--- config.mk ---
export PLATFORM = sky130hd
export DESIGN_NAME = line_pixel_stepper
export DESIGN_NICKNAME = d
export VERILOG_FILES = /design/src/sv/lps_pkg.sv /design/src/sv/lps_core.sv /design/src/sv/lps_out_stage.sv /design/src/sv/line_pixel_stepper.sv
export SDC_FILE = /design/constraint.sdc
export NUM_CORES = 1
export LEC_CHECK = 0
export BUFFER_PORTS_ARGS = -buffer_cell sky130_fd_sc_hd__buf_2
export CORE_ASPECT_RATIO = 0.7
export CORE_MARGIN = 1
export CORE_UTILIZATION = 59
export DETAILED_ROUTE_END_ITERATION = 16
export PLACE_DENSITY_LB_ADDON = 0.25
export SETUP_SLACK_MARGIN = 0.4
export SLEW_MARGIN = 40
export SYNTH_ARGS = -nofsm -noshare
export SYNTH_HDL_FRONTEND = slang
export SYNTH_SLANG_ARGS = --single-unit
--- constraint.sdc ---
create_clock -name aclk -period 5.15 [get_ports aclk]
set_input_delay 0.515 -clock aclk [delete_from_list [all_inputs] [get_ports aclk]]
set_output_delay 0.515 -clock aclk [all_outputs]
set_load 0.01 [all_outputs]
--- src/sv/lps_pkg.sv ---
// ----------------------------------------------------------------------------
// lps_pkg - shared types and constants for the line pixel stepper
// Opcode codes, the color width and the default coordinate width.
// ----------------------------------------------------------------------------
`default_nettype none

package lps_pkg;

    // Default coordinate width in bits
    localparam int COORD_BITS_DEF = 10;

    // Packed 8-bit red, green, blue color
    localparam int COLOR_BITS = 24;

    // Input beat kind, carried on tuser
    typedef enum logic {
        OP_LOAD = 1'b0,
        OP_STEP = 1'b1
    } op_t;

endpackage : lps_pkg

`default_nettype wire

--- src/sv/lps_core.sv ---
// ----------------------------------------------------------------------------
// lps_core - line setup and per-pixel stepping
// Holds the line state. A load beat sets up the major axis, lengths and
// directions; a step beat produces the current pixel and advances the state.
// ----------------------------------------------------------------------------
`default_nettype none

module lps_core
    import lps_pkg::*;
#(
    parameter int COORD_BITS = COORD_BITS_DEF
) (
    input  wire logic                  aclk,
    input  wire logic                  aresetn,
    input  wire logic                  beat_accept,
    input  wire op_t                   beat_op,
    input  wire logic [COORD_BITS-1:0] x_start,
    input  wire logic [COORD_BITS-1:0] y_start,
    input  wire logic [COORD_BITS-1:0] x_end,
    input  wire logic [COORD_BITS-1:0] y_end,
    output logic                       pix_emit,
    output logic [COORD_BITS-1:0]      pixel_x,
    output logic [COORD_BITS-1:0]      pixel_y,
    output logic [COORD_BITS-1:0]      pixel_index,
    output logic                       pixel_last
);

    localparam int EW = COORD_BITS + 1;

    logic [COORD_BITS-1:0] cur_major_reg, cur_major_next;
    logic [COORD_BITS-1:0] cur_minor_reg, cur_minor_next;
    logic [COORD_BITS-1:0] major_len_reg, major_len_next;
    logic [COORD_BITS-1:0] minor_len_reg, minor_len_next;
    logic [EW-1:0]         error_acc_reg, error_acc_next;
    logic [COORD_BITS-1:0] steps_done_reg, steps_done_next;
    logic                  x_is_major_reg, x_is_major_next;
    logic                  major_neg_reg, major_neg_next;
    logic                  minor_neg_reg, minor_neg_next;
    logic                  line_active_reg, line_active_next;

    // Setup terms for a load beat
    logic                  x_neg, y_neg, x_major;
    logic [COORD_BITS-1:0] adx, ady;

    // Step terms
    logic [EW-1:0]         acc_sum;
    logic                  minor_adv;
    logic [EW-1:0]         steps_inc;
    logic                  is_last;

    // Absolute differences and major axis choice; a tie goes to y
    always_comb begin
        x_neg   = (x_end < x_start);
        y_neg   = (y_end < y_start);
        adx     = x_neg ? (x_start - x_end) : (x_end - x_start);
        ady     = y_neg ? (y_start - y_end) : (y_end - y_start);
        x_major = (ady < adx);
    end

    // Error term and pixel count for the current step
    always_comb begin
        acc_sum   = error_acc_reg + {1'b0, minor_len_reg};
        minor_adv = (acc_sum >= {1'b0, major_len_reg});
        steps_inc = {1'b0, steps_done_reg} + EW'(1);
        is_last   = (steps_inc >= {1'b0, major_len_reg});
    end

    // Current pixel, shown while a step beat is accepted
    always_comb begin
        pix_emit    = beat_accept && (beat_op == OP_STEP) && line_active_reg;
        pixel_x     = x_is_major_reg ? cur_major_reg : cur_minor_reg;
        pixel_y     = x_is_major_reg ? cur_minor_reg : cur_major_reg;
        pixel_index = steps_done_reg;
        pixel_last  = is_last;
    end

    // Next state: load a new line or advance one pixel
    always_comb begin
        cur_major_next   = cur_major_reg;
        cur_minor_next   = cur_minor_reg;
        major_len_next   = major_len_reg;
        minor_len_next   = minor_len_reg;
        error_acc_next   = error_acc_reg;
        steps_done_next  = steps_done_reg;
        x_is_major_next  = x_is_major_reg;
        major_neg_next   = major_neg_reg;
        minor_neg_next   = minor_neg_reg;
        line_active_next = line_active_reg;
        if (beat_accept && (beat_op == OP_LOAD)) begin
            x_is_major_next = x_major;
            cur_major_next  = x_major ? x_start : y_start;
            cur_minor_next  = x_major ? y_start : x_start;
            major_len_next  = x_major ? adx : ady;
            minor_len_next  = x_major ? ady : adx;
            major_neg_next  = x_major ? x_neg : y_neg;
            minor_neg_next  = x_major ? y_neg : x_neg;
            error_acc_next  = '0;
            steps_done_next = '0;
            line_active_next = ((x_major ? adx : ady) != '0);
        end else if (pix_emit) begin
            cur_major_next = major_neg_reg ? (cur_major_reg - COORD_BITS'(1))
                                           : (cur_major_reg + COORD_BITS'(1));
            if (minor_adv) begin
                error_acc_next = acc_sum - {1'b0, major_len_reg};
                cur_minor_next = minor_neg_reg ? (cur_minor_reg - COORD_BITS'(1))
                                               : (cur_minor_reg + COORD_BITS'(1));
            end else begin
                error_acc_next = acc_sum;
            end
            steps_done_next = steps_inc[COORD_BITS-1:0];
            if (is_last) begin
                line_active_next = 1'b0;
            end
        end
    end

    // State registers
    always_ff @(posedge aclk) begin
        if (!aresetn) begin
            cur_major_reg   <= '0;
            cur_minor_reg   <= '0;
            major_len_reg   <= '0;
            minor_len_reg   <= '0;
            error_acc_reg   <= '0;
            steps_done_reg  <= '0;
            x_is_major_reg  <= 1'b0;
            major_neg_reg   <= 1'b0;
            minor_neg_reg   <= 1'b0;
            line_active_reg <= 1'b0;
        end else begin
            cur_major_reg   <= cur_major_next;
            cur_minor_reg   <= cur_minor_next;
            major_len_reg   <= major_len_next;
            minor_len_reg   <= minor_len_next;
            error_acc_reg   <= error_acc_next;
            steps_done_reg  <= steps_done_next;
            x_is_major_reg  <= x_is_major_next;
            major_neg_reg   <= major_neg_next;
            minor_neg_reg   <= minor_neg_next;
            line_active_reg <= line_active_next;
        end
    end

`ifndef SYNTH
    // The error term stays below the major length on an active line
    a_err_bound: assert property (@(posedge aclk) disable iff (!aresetn)
        line_active_reg |-> (error_acc_reg < {1'b0, major_len_reg}))
        else $error("lps_core: error term out of range");

    // The pixel count never reaches the major length on an active line
    a_steps_bound: assert property (@(posedge aclk) disable iff (!aresetn)
        line_active_reg |-> (steps_done_reg < major_len_reg))
        else $error("lps_core: pixel count overran the line");

    // The last pixel ends the line
    a_last_ends: assert property (@(posedge aclk) disable iff (!aresetn)
        (pix_emit && pixel_last) |=> !line_active_reg)
        else $error("lps_core: line still active after last pixel");
`endif

endmodule : lps_core

`default_nettype wire

--- src/sv/lps_out_stage.sv ---
// ----------------------------------------------------------------------------
// lps_out_stage - result register on the master stream side
// Holds one pixel beat until the consumer takes it; frees itself in the
// same cycle it is drained so a new pixel can load back to back.
// ----------------------------------------------------------------------------
`default_nettype none

module lps_out_stage
    import lps_pkg::*;
#(
    parameter int DATA_W = 56
) (
    input  wire logic              aclk,
    input  wire logic              aresetn,
    input  wire logic              load,
    input  wire logic [DATA_W-1:0] load_data,
    input  wire logic              load_last,
    output logic                   can_load,
    output logic                   m_axis_tvalid,
    input  wire logic              m_axis_tready,
    output logic [DATA_W-1:0]      m_axis_tdata,
    output logic                   m_axis_tlast
);

    logic              valid_reg, valid_next;
    logic [DATA_W-1:0] data_reg;
    logic              last_reg;

    // Room when empty or drained this cycle
    always_comb begin
        can_load   = !valid_reg || m_axis_tready;
        valid_next = load ? 1'b1 : (valid_reg && !m_axis_tready);
    end

    // Valid flag
    always_ff @(posedge aclk) begin
        if (!aresetn) begin
            valid_reg <= 1'b0;
        end else begin
            valid_reg <= valid_next;
        end
    end

    // Payload, no reset
    always_ff @(posedge aclk) begin
        if (load) begin
            data_reg <= load_data;
            last_reg <= load_last;
        end
    end

    assign m_axis_tvalid = valid_reg;
    assign m_axis_tdata  = data_reg;
    assign m_axis_tlast  = last_reg;

`ifndef SYNTH
    // Never load over a pixel that is still waiting
    a_no_overwrite: assert property (@(posedge aclk) disable iff (!aresetn)
        (valid_reg && !m_axis_tready) |-> !load)
        else $error("lps_out_stage: pending pixel overwritten");

    // A stalled pixel is still offered next cycle
    a_hold_stall: assert property (@(posedge aclk) disable iff (!aresetn)
        (valid_reg && !m_axis_tready) |=> valid_reg)
        else $error("lps_out_stage: stalled pixel dropped");

    // A load always shows up as a valid beat
    a_load_valid: assert property (@(posedge aclk) disable iff (!aresetn)
        load |=> valid_reg)
        else $error("lps_out_stage: loaded pixel not offered");
`endif

endmodule : lps_out_stage

`default_nettype wire

--- src/sv/line_pixel_stepper.sv ---
// A step beat's pixel appears on m_axis in the cycle after the beat is accepted.
// Throughput: one input beat and one pixel per cycle while m_axis_tready is high,
// set by the single result register that the stepping logic feeds.
// Load beats and steps with no active line produce no output beat.
// Reset (aresetn low, synchronous) clears the line state, color and output valid flag.
// ----------------------------------------------------------------------------
// line_pixel_stepper - integer line rasterizer, one pixel per step beat on an active line
// Load beats set up a line; step beats emit its pixels with color, index
// and a last flag on tlast.
// ----------------------------------------------------------------------------
`default_nettype none

module line_pixel_stepper
    import lps_pkg::*;
#(
    parameter int COORD_BITS = COORD_BITS_DEF
) (
    input  wire logic                    aclk,
    input  wire logic                    aresetn,
    // Configuration: pixel color
    input  wire logic                    cfg_wr_en,
    input  wire logic [COLOR_BITS-1:0]   cfg_wr_data,
    // Input stream
    input  wire logic                    s_axis_tvalid,
    output logic                         s_axis_tready,
    // tdata, low bit up: x_start, y_start, x_end, y_end, zero pad
    input  wire logic [((4*COORD_BITS+7)/8)*8-1:0] s_axis_tdata,
    // tuser: opcode
    input  wire logic                    s_axis_tuser,
    // Output stream
    output logic                         m_axis_tvalid,
    input  wire logic                    m_axis_tready,
    // tdata, low bit up: pixel_x, pixel_y, color, pixel_index, zero pad
    output logic [((3*COORD_BITS+COLOR_BITS+7)/8)*8-1:0] m_axis_tdata,
    output logic                         m_axis_tlast
);

    localparam int IN_W   = ((4*COORD_BITS+7)/8)*8;
    localparam int OUT_W  = ((3*COORD_BITS+COLOR_BITS+7)/8)*8;
    localparam int OUT_PAD = OUT_W - (3*COORD_BITS+COLOR_BITS);

    logic [COLOR_BITS-1:0] color_reg;
    logic                  beat_accept;
    logic                  can_load;
    op_t                   beat_op;
    logic                  pix_emit;
    logic [COORD_BITS-1:0] pixel_x, pixel_y, pixel_index;
    logic                  pixel_last;
    logic [OUT_W-1:0]      pix_data;
    logic [IN_W-1:0]       in_data;

    // Color register
    always_ff @(posedge aclk) begin
        if (!aresetn) begin
            color_reg <= '0;
        end else if (cfg_wr_en) begin
            color_reg <= cfg_wr_data;
        end
    end

    // Accept whenever the result register has room
    assign s_axis_tready = can_load;
    assign beat_accept   = s_axis_tvalid && can_load;
    assign beat_op       = op_t'(s_axis_tuser);
    assign in_data       = s_axis_tdata;

    lps_core #(
        .COORD_BITS (COORD_BITS)
    ) u_core (
        .aclk        (aclk),
        .aresetn     (aresetn),
        .beat_accept (beat_accept),
        .beat_op     (beat_op),
        .x_start     (in_data[0*COORD_BITS +: COORD_BITS]),
        .y_start     (in_data[1*COORD_BITS +: COORD_BITS]),
        .x_end       (in_data[2*COORD_BITS +: COORD_BITS]),
        .y_end       (in_data[3*COORD_BITS +: COORD_BITS]),
        .pix_emit    (pix_emit),
        .pixel_x     (pixel_x),
        .pixel_y     (pixel_y),
        .pixel_index (pixel_index),
        .pixel_last  (pixel_last)
    );

    // Pack the pixel beat
    generate
        if (OUT_PAD > 0) begin : g_pad
            assign pix_data = {{OUT_PAD{1'b0}}, pixel_index, color_reg, pixel_y, pixel_x};
        end else begin : g_nopad
            assign pix_data = {pixel_index, color_reg, pixel_y, pixel_x};
        end
    endgenerate

    lps_out_stage #(
        .DATA_W (OUT_W)
    ) u_out (
        .aclk          (aclk),
        .aresetn       (aresetn),
        .load          (pix_emit),
        .load_data     (pix_data),
        .load_last     (pixel_last),
        .can_load      (can_load),
        .m_axis_tvalid (m_axis_tvalid),
        .m_axis_tready (m_axis_tready),
        .m_axis_tdata  (m_axis_tdata),
        .m_axis_tlast  (m_axis_tlast)
    );

endmodule : line_pixel_stepper

`default_nettype wire
Word level (Yosys, flattened, before mapping)
Cells that the tools add are included.
- add/sub/neg operators: 11
- magnitude comparators: 5
- muxes and demuxes: 22
- bitwise logic cells: 2
- reduce and logical (&&, ||, !) cells: 15
- operators by type and width (kind ; number):
    two-way mux 10 bit ; 15
    subtractor 10 bit ; 4
    less-than comparator 10 bit ; 3
    >= comparator 11 x 10 -> 1 bit ; 2
    adder 10 x 1 -> 10 bit, second input constant ; 2
    subtractor 10 x 1 -> 10 bit, second input constant ; 2
    adder 10 x 1 -> 11 bit, second input constant ; 1
    adder 11 x 10 -> 11 bit ; 1
    two-way mux 11 bit ; 1
    subtractor 11 x 10 -> 11 bit ; 1
    nonzero test 10 bit ; 1
    two-way mux 1 bit ; 6
    nonzero test 2 bit ; 3
    logical AND 1 bit ; 5
    AND reduction 2 bit ; 2
    zero test 1 bit ; 2
    NOT 1 bit ; 2
    OR reduction 2 bit ; 1
    logical OR 1 bit ; 1
- register bits after elaboration: 145
- input bits: 70
- output and inout port bits: 59
- word-level logic and storage cells: 69

Logic depth before layout (Yosys ltp)
- depth in word-level cells: 7
- depth in mapped cells: 22

Hierarchy
Synthesis repeated with hierarchy kept, for this count alone.
- cell total of the unflattened synthesis: 1068
- area total of the unflattened synthesis: 9804.4 µm²
- by module, submodules not included (module ; times used ; cells each ; area an instance (µm²) ; sequential area each (µm²)):
    lps_core ; 1 ; 928 ; 7104.3 ; 1301.2
    lps_out_stage ; 1 ; 61 ; 1760.4 ; 1731.7
    line_pixel_stepper ; 1 ; 79 ; 939.7 ; 480.5

Worst setup path after synthesis
Ideal clock, no wire load.
- path type: input port to flip-flop
- start: input s_axis_tdata[30]
- end: register u_core.line_active_reg
- setup time: 132 ps
- data arrival time: 4268 ps
- data required time: 5018 ps
- path slack: 749 ps
- stages: 18
- path buffers: 1
- cells stage by stage: inv_1 -> ha_1 -> fa_1 -> and2b_1 -> o2111ai_2 -> a21oi_2 -> o22ai_2 -> buf_6 -> mux2_1 -> a311oi_1 -> xnor2_1 -> ha_1 -> a21oi_1 -> a21oi_1 -> nand2_1 -> or4_4 -> a2111oi_4 -> a31oi_1
- longest elaborated chain between the ends: 6
- elaborated cells between the ends (all ways): 8
- RTL lines (what ; line ; source):
    from (decl) ; line_pixel_stepper.sv:27 ; input wire logic [((4*COORD_BITS+7)/8)*8-1:0] s_axis_tdata,
    subtractor 10 bit or less-than comparator 10 bit (tied branches) ; lps_core.sv:56, lps_core.sv:54 ;
    two-way mux 10 bit * ; lps_core.sv:56 ; ady = y_neg ? (y_start - y_end) : (y_end - y_start);
    less-than comparator 10 bit ; lps_core.sv:57 ; x_major = (ady < adx);
    two-way mux 10 bit * ; lps_core.sv:99 ; line_active_next = ((x_major ? adx : ady) != '0);
    nonzero test 10 bit * ; lps_core.sv:99 ;
    two-way mux 1 bit * ; lps_core.sv:89 ; if (beat_accept && (beat_op == OP_LOAD)) begin
    to (signal assigned) ; lps_core.sv:140 ; line_active_reg <= line_active_next;
    to (decl) ; lps_core.sv:39 ; logic line_active_reg, line_active_next;
Mark *: on every way between the ends. The rest lies on a longest branch, timed or not.
A chain may end at the register's enable or synchronous reset.

Worst setup path after layout
- start: input s_axis_tdata[10]
- end: register u_core.line_active_reg
The elaborated chain is that of the path after synthesis.

==> metrics <==
max FFs per register=54; total grt overflow=0; gpl congestion=0.941; fmax=229 MHz; Arrival @ worst endpoint=4670 ps; EDFF count, synth=55; Critical Path Most Common Cell=ha_1; Hold-fix buffers, CTS=0; post-synthesis cell area=0.00943 sq mm; routed vias=7913; Slew Limit Fails=0; core area=0.0155 sq mm; total clock sinks=145; global-route wire length before repair=37600 um; kind of critical path=in2reg; post-route core utilization=0.698; Skew-Pair Late Insertion Delay=440 ps; Synth-to-Final Area Change=15.1%; dpl hpwl=17500 um; Synth async-reset ratio=0; CTS tree=built; count leader, synth=nand2_1; vias per inst=5.83; flop and latch count out of synthesis=145; # IOs=129; Die X=153 um; Routed WL per cell=17.3 um; buffers added on ports=126; Final period util=0.846; vias in the first global route=7321; H-tree level count=4; layout cells sized above 1=0.182; Finished Cell Area=0.0109 sq mm; endpoints failing hold=0; Synth warnings=0; Worst Skew=8.46 ps; Req. time, crit path=5460 ps; Power, Total=4070 uW; Tot GR Track Use=0.294; worst min path class=in2reg; Critical Path Fanout Max=19; outcome=finished with violations; initial antenna violation count=0; CP Cell Sequence=buf_2, ha_1, fa_1, and2b_1, o2111ai_2, a21oi_2, o22ai_4, mux2_1, a311oi_1, xnor2_1, ha_1, nor4_2, a21oi_4, inv_2, nand2_1, nand4b_1, a2111oi_4, a31oi_1; Max clock buf depth=2; DRT Wirelength=23500 um; Die ar.=0.0165 sq mm; crit path time final=4360 ps; Setup TNS Final=0 ps; Critical Path Start=s_axis_tdata[10]; TritonCTS Buffers=17; setup violators final=0; post-route ant nets=0; RSZ-0062 raised after global routing=no; reg2reg path depth=16; max cap viols=0; Antenna diodes=0; origin of the critical flop-to-flop path=u_core.minor_len_reg[0]; area leader, netlist=dfxtp_1; Hold WS=312 ps; failing checks=design-rule violations; max incr delay on CP=390 ps; worst-margin pin slew=792 ps; drt pass-1 iters=13; worst r2r dst=u_core.cur_minor_reg[0]; DRC=1; Post-synth top flop=dfxtp_1; clock slew at reported path FFs=70 ps; Synth area leaders=dfxtp_1, edfxtp_1, ha_1, a21oi_1, mux2i_1; Slowest cell on crit path=fa_1; r2r setup slk=930 ps; Slew headroom=0.470; dpl cell area=0.0103 sq mm; Yosys cell types=66; DRT iter0 DRCs=660; most common library cells after synthesis=nand2_1, ha_1, a21oi_1, dfxtp_1, inv_1; largest net degree at the start of global routing=62; critical path startpoint category=input port; Worst VDD drop=0.173 mV; top-area cell type share of the netlist area=0.191; Syn Inst Count=1028; die height=108 um; Setup crit end=u_core.line_active_reg; total power divided by cell area=375 mW/mm^2; register area share after synthesis=0.366; Syn Area/Cell=9.17 sq um; # nets final=1316; Site Rows=38; clk root buf=clkbuf_16; Pleak=0.00486 uW; Critical Path End Type=register; Initial Util=0.606
==> layout make-up <==
cell class	count	area, sq um
clock inverters	15	146
inverters	81	305
fillers	1236	4700
repair buffers	144	766
clock buffers	17	425
multi-input cells	755	5500
well taps	200	250
flip-flops and latches	145	3450
==> stage by stage <==
step	cells	worst slack, ps
4_1_cts	1357	670
3_3_place_gp	1325	372
5_1_grt	1357	481
3_5_place_dp	1325	236
2_1_floorplan	1029	749
6_report	1357	792
==> placed cells by master (no fill, tap or decap), types with 13 or more instances in the layout <==
cell type,count
clkbuf_16,17
ha_1,94
xor2_1,24
buf_2,126
a21oi_1,92
xnor2_1,35
a211oi_1,25
a21o_1,28
nand3_1,13
a311oi_1,15
o21ai_0,46
buf_4,18
o211ai_1,22
mux2_2,17
edfxtp_1,55
nor2b_1,13
inv_1,78
nor2_1,77
mux2i_1,45
dfxtp_1,89
nand2_1,97
==> per-layer routing <==
layer  up-vias  track usage  part of all wire  wire (um)
met5         -            0                 0          0
met4         0       0.0859             0.015        341
met3        35       0.0696             0.085       2000
met2       339        0.427              0.42       9760
met1      3629        0.429              0.48      11400
li1       3910            -                 -          -
==> worst max-delay path, delay by kind of cell <==
family / cells / cell delay, ps
adder cells (fa/ha/maj): 3 / 880
multiplexers: 1 / 350
AO/OA/AOI/OAI: 7 / 1440
XOR/XNOR: 1 / 180
AND/OR/NAND/NOR: 4 / 950
buffers and inverters: 2 / 360
==> logic make-up after synthesis <==
group | count (synthesis) | share of synthesized area
other | 1 | 0.000398
adders and majority gates | 102 | 0.142
buffers and inverters | 129 | 0.0535
xor gates and xnor gates | 59 | 0.0548
and+or+nand+nor | 244 | 0.114
AOI/OAI and AO/OA | 285 | 0.199
muxes | 63 | 0.0693
DFF | 145 | 0.366
==> repair_timing <==
item | 4_1_cts | 5_1_grt
resized for setup | 0 | 2
setup buffers | 0 | 0
endpoints found under the setup margin | 0 | 2
endpoints found under the hold margin | 0 | 0
==> how the worst min path moves through the flow <==
stage	startpoint	endpoint	slack [ps]	cells past startpoint
2_1_floorplan	color_reg[0]	u_out.m_axis_tdata[20]	410	0
3_3_place_gp	color_reg[19]	u_out.m_axis_tdata[39]	410	0
3_5_place_dp	color_reg[8]	u_out.m_axis_tdata[28]	410	0
4_1_cts	cfg_wr_data[6]	color_reg[6]	300	3
5_1_grt	cfg_wr_data[9]	color_reg[9]	320	3
6_report	cfg_wr_data[6]	color_reg[6]	310	3
==> report_power, final <==
part	internal, uW	total, uW	switching [uW]
Clock	678	1210	534
Sequential	1270	1340	70.6
Combinational	610	1520	908
(Power assumes the default switching activity.)
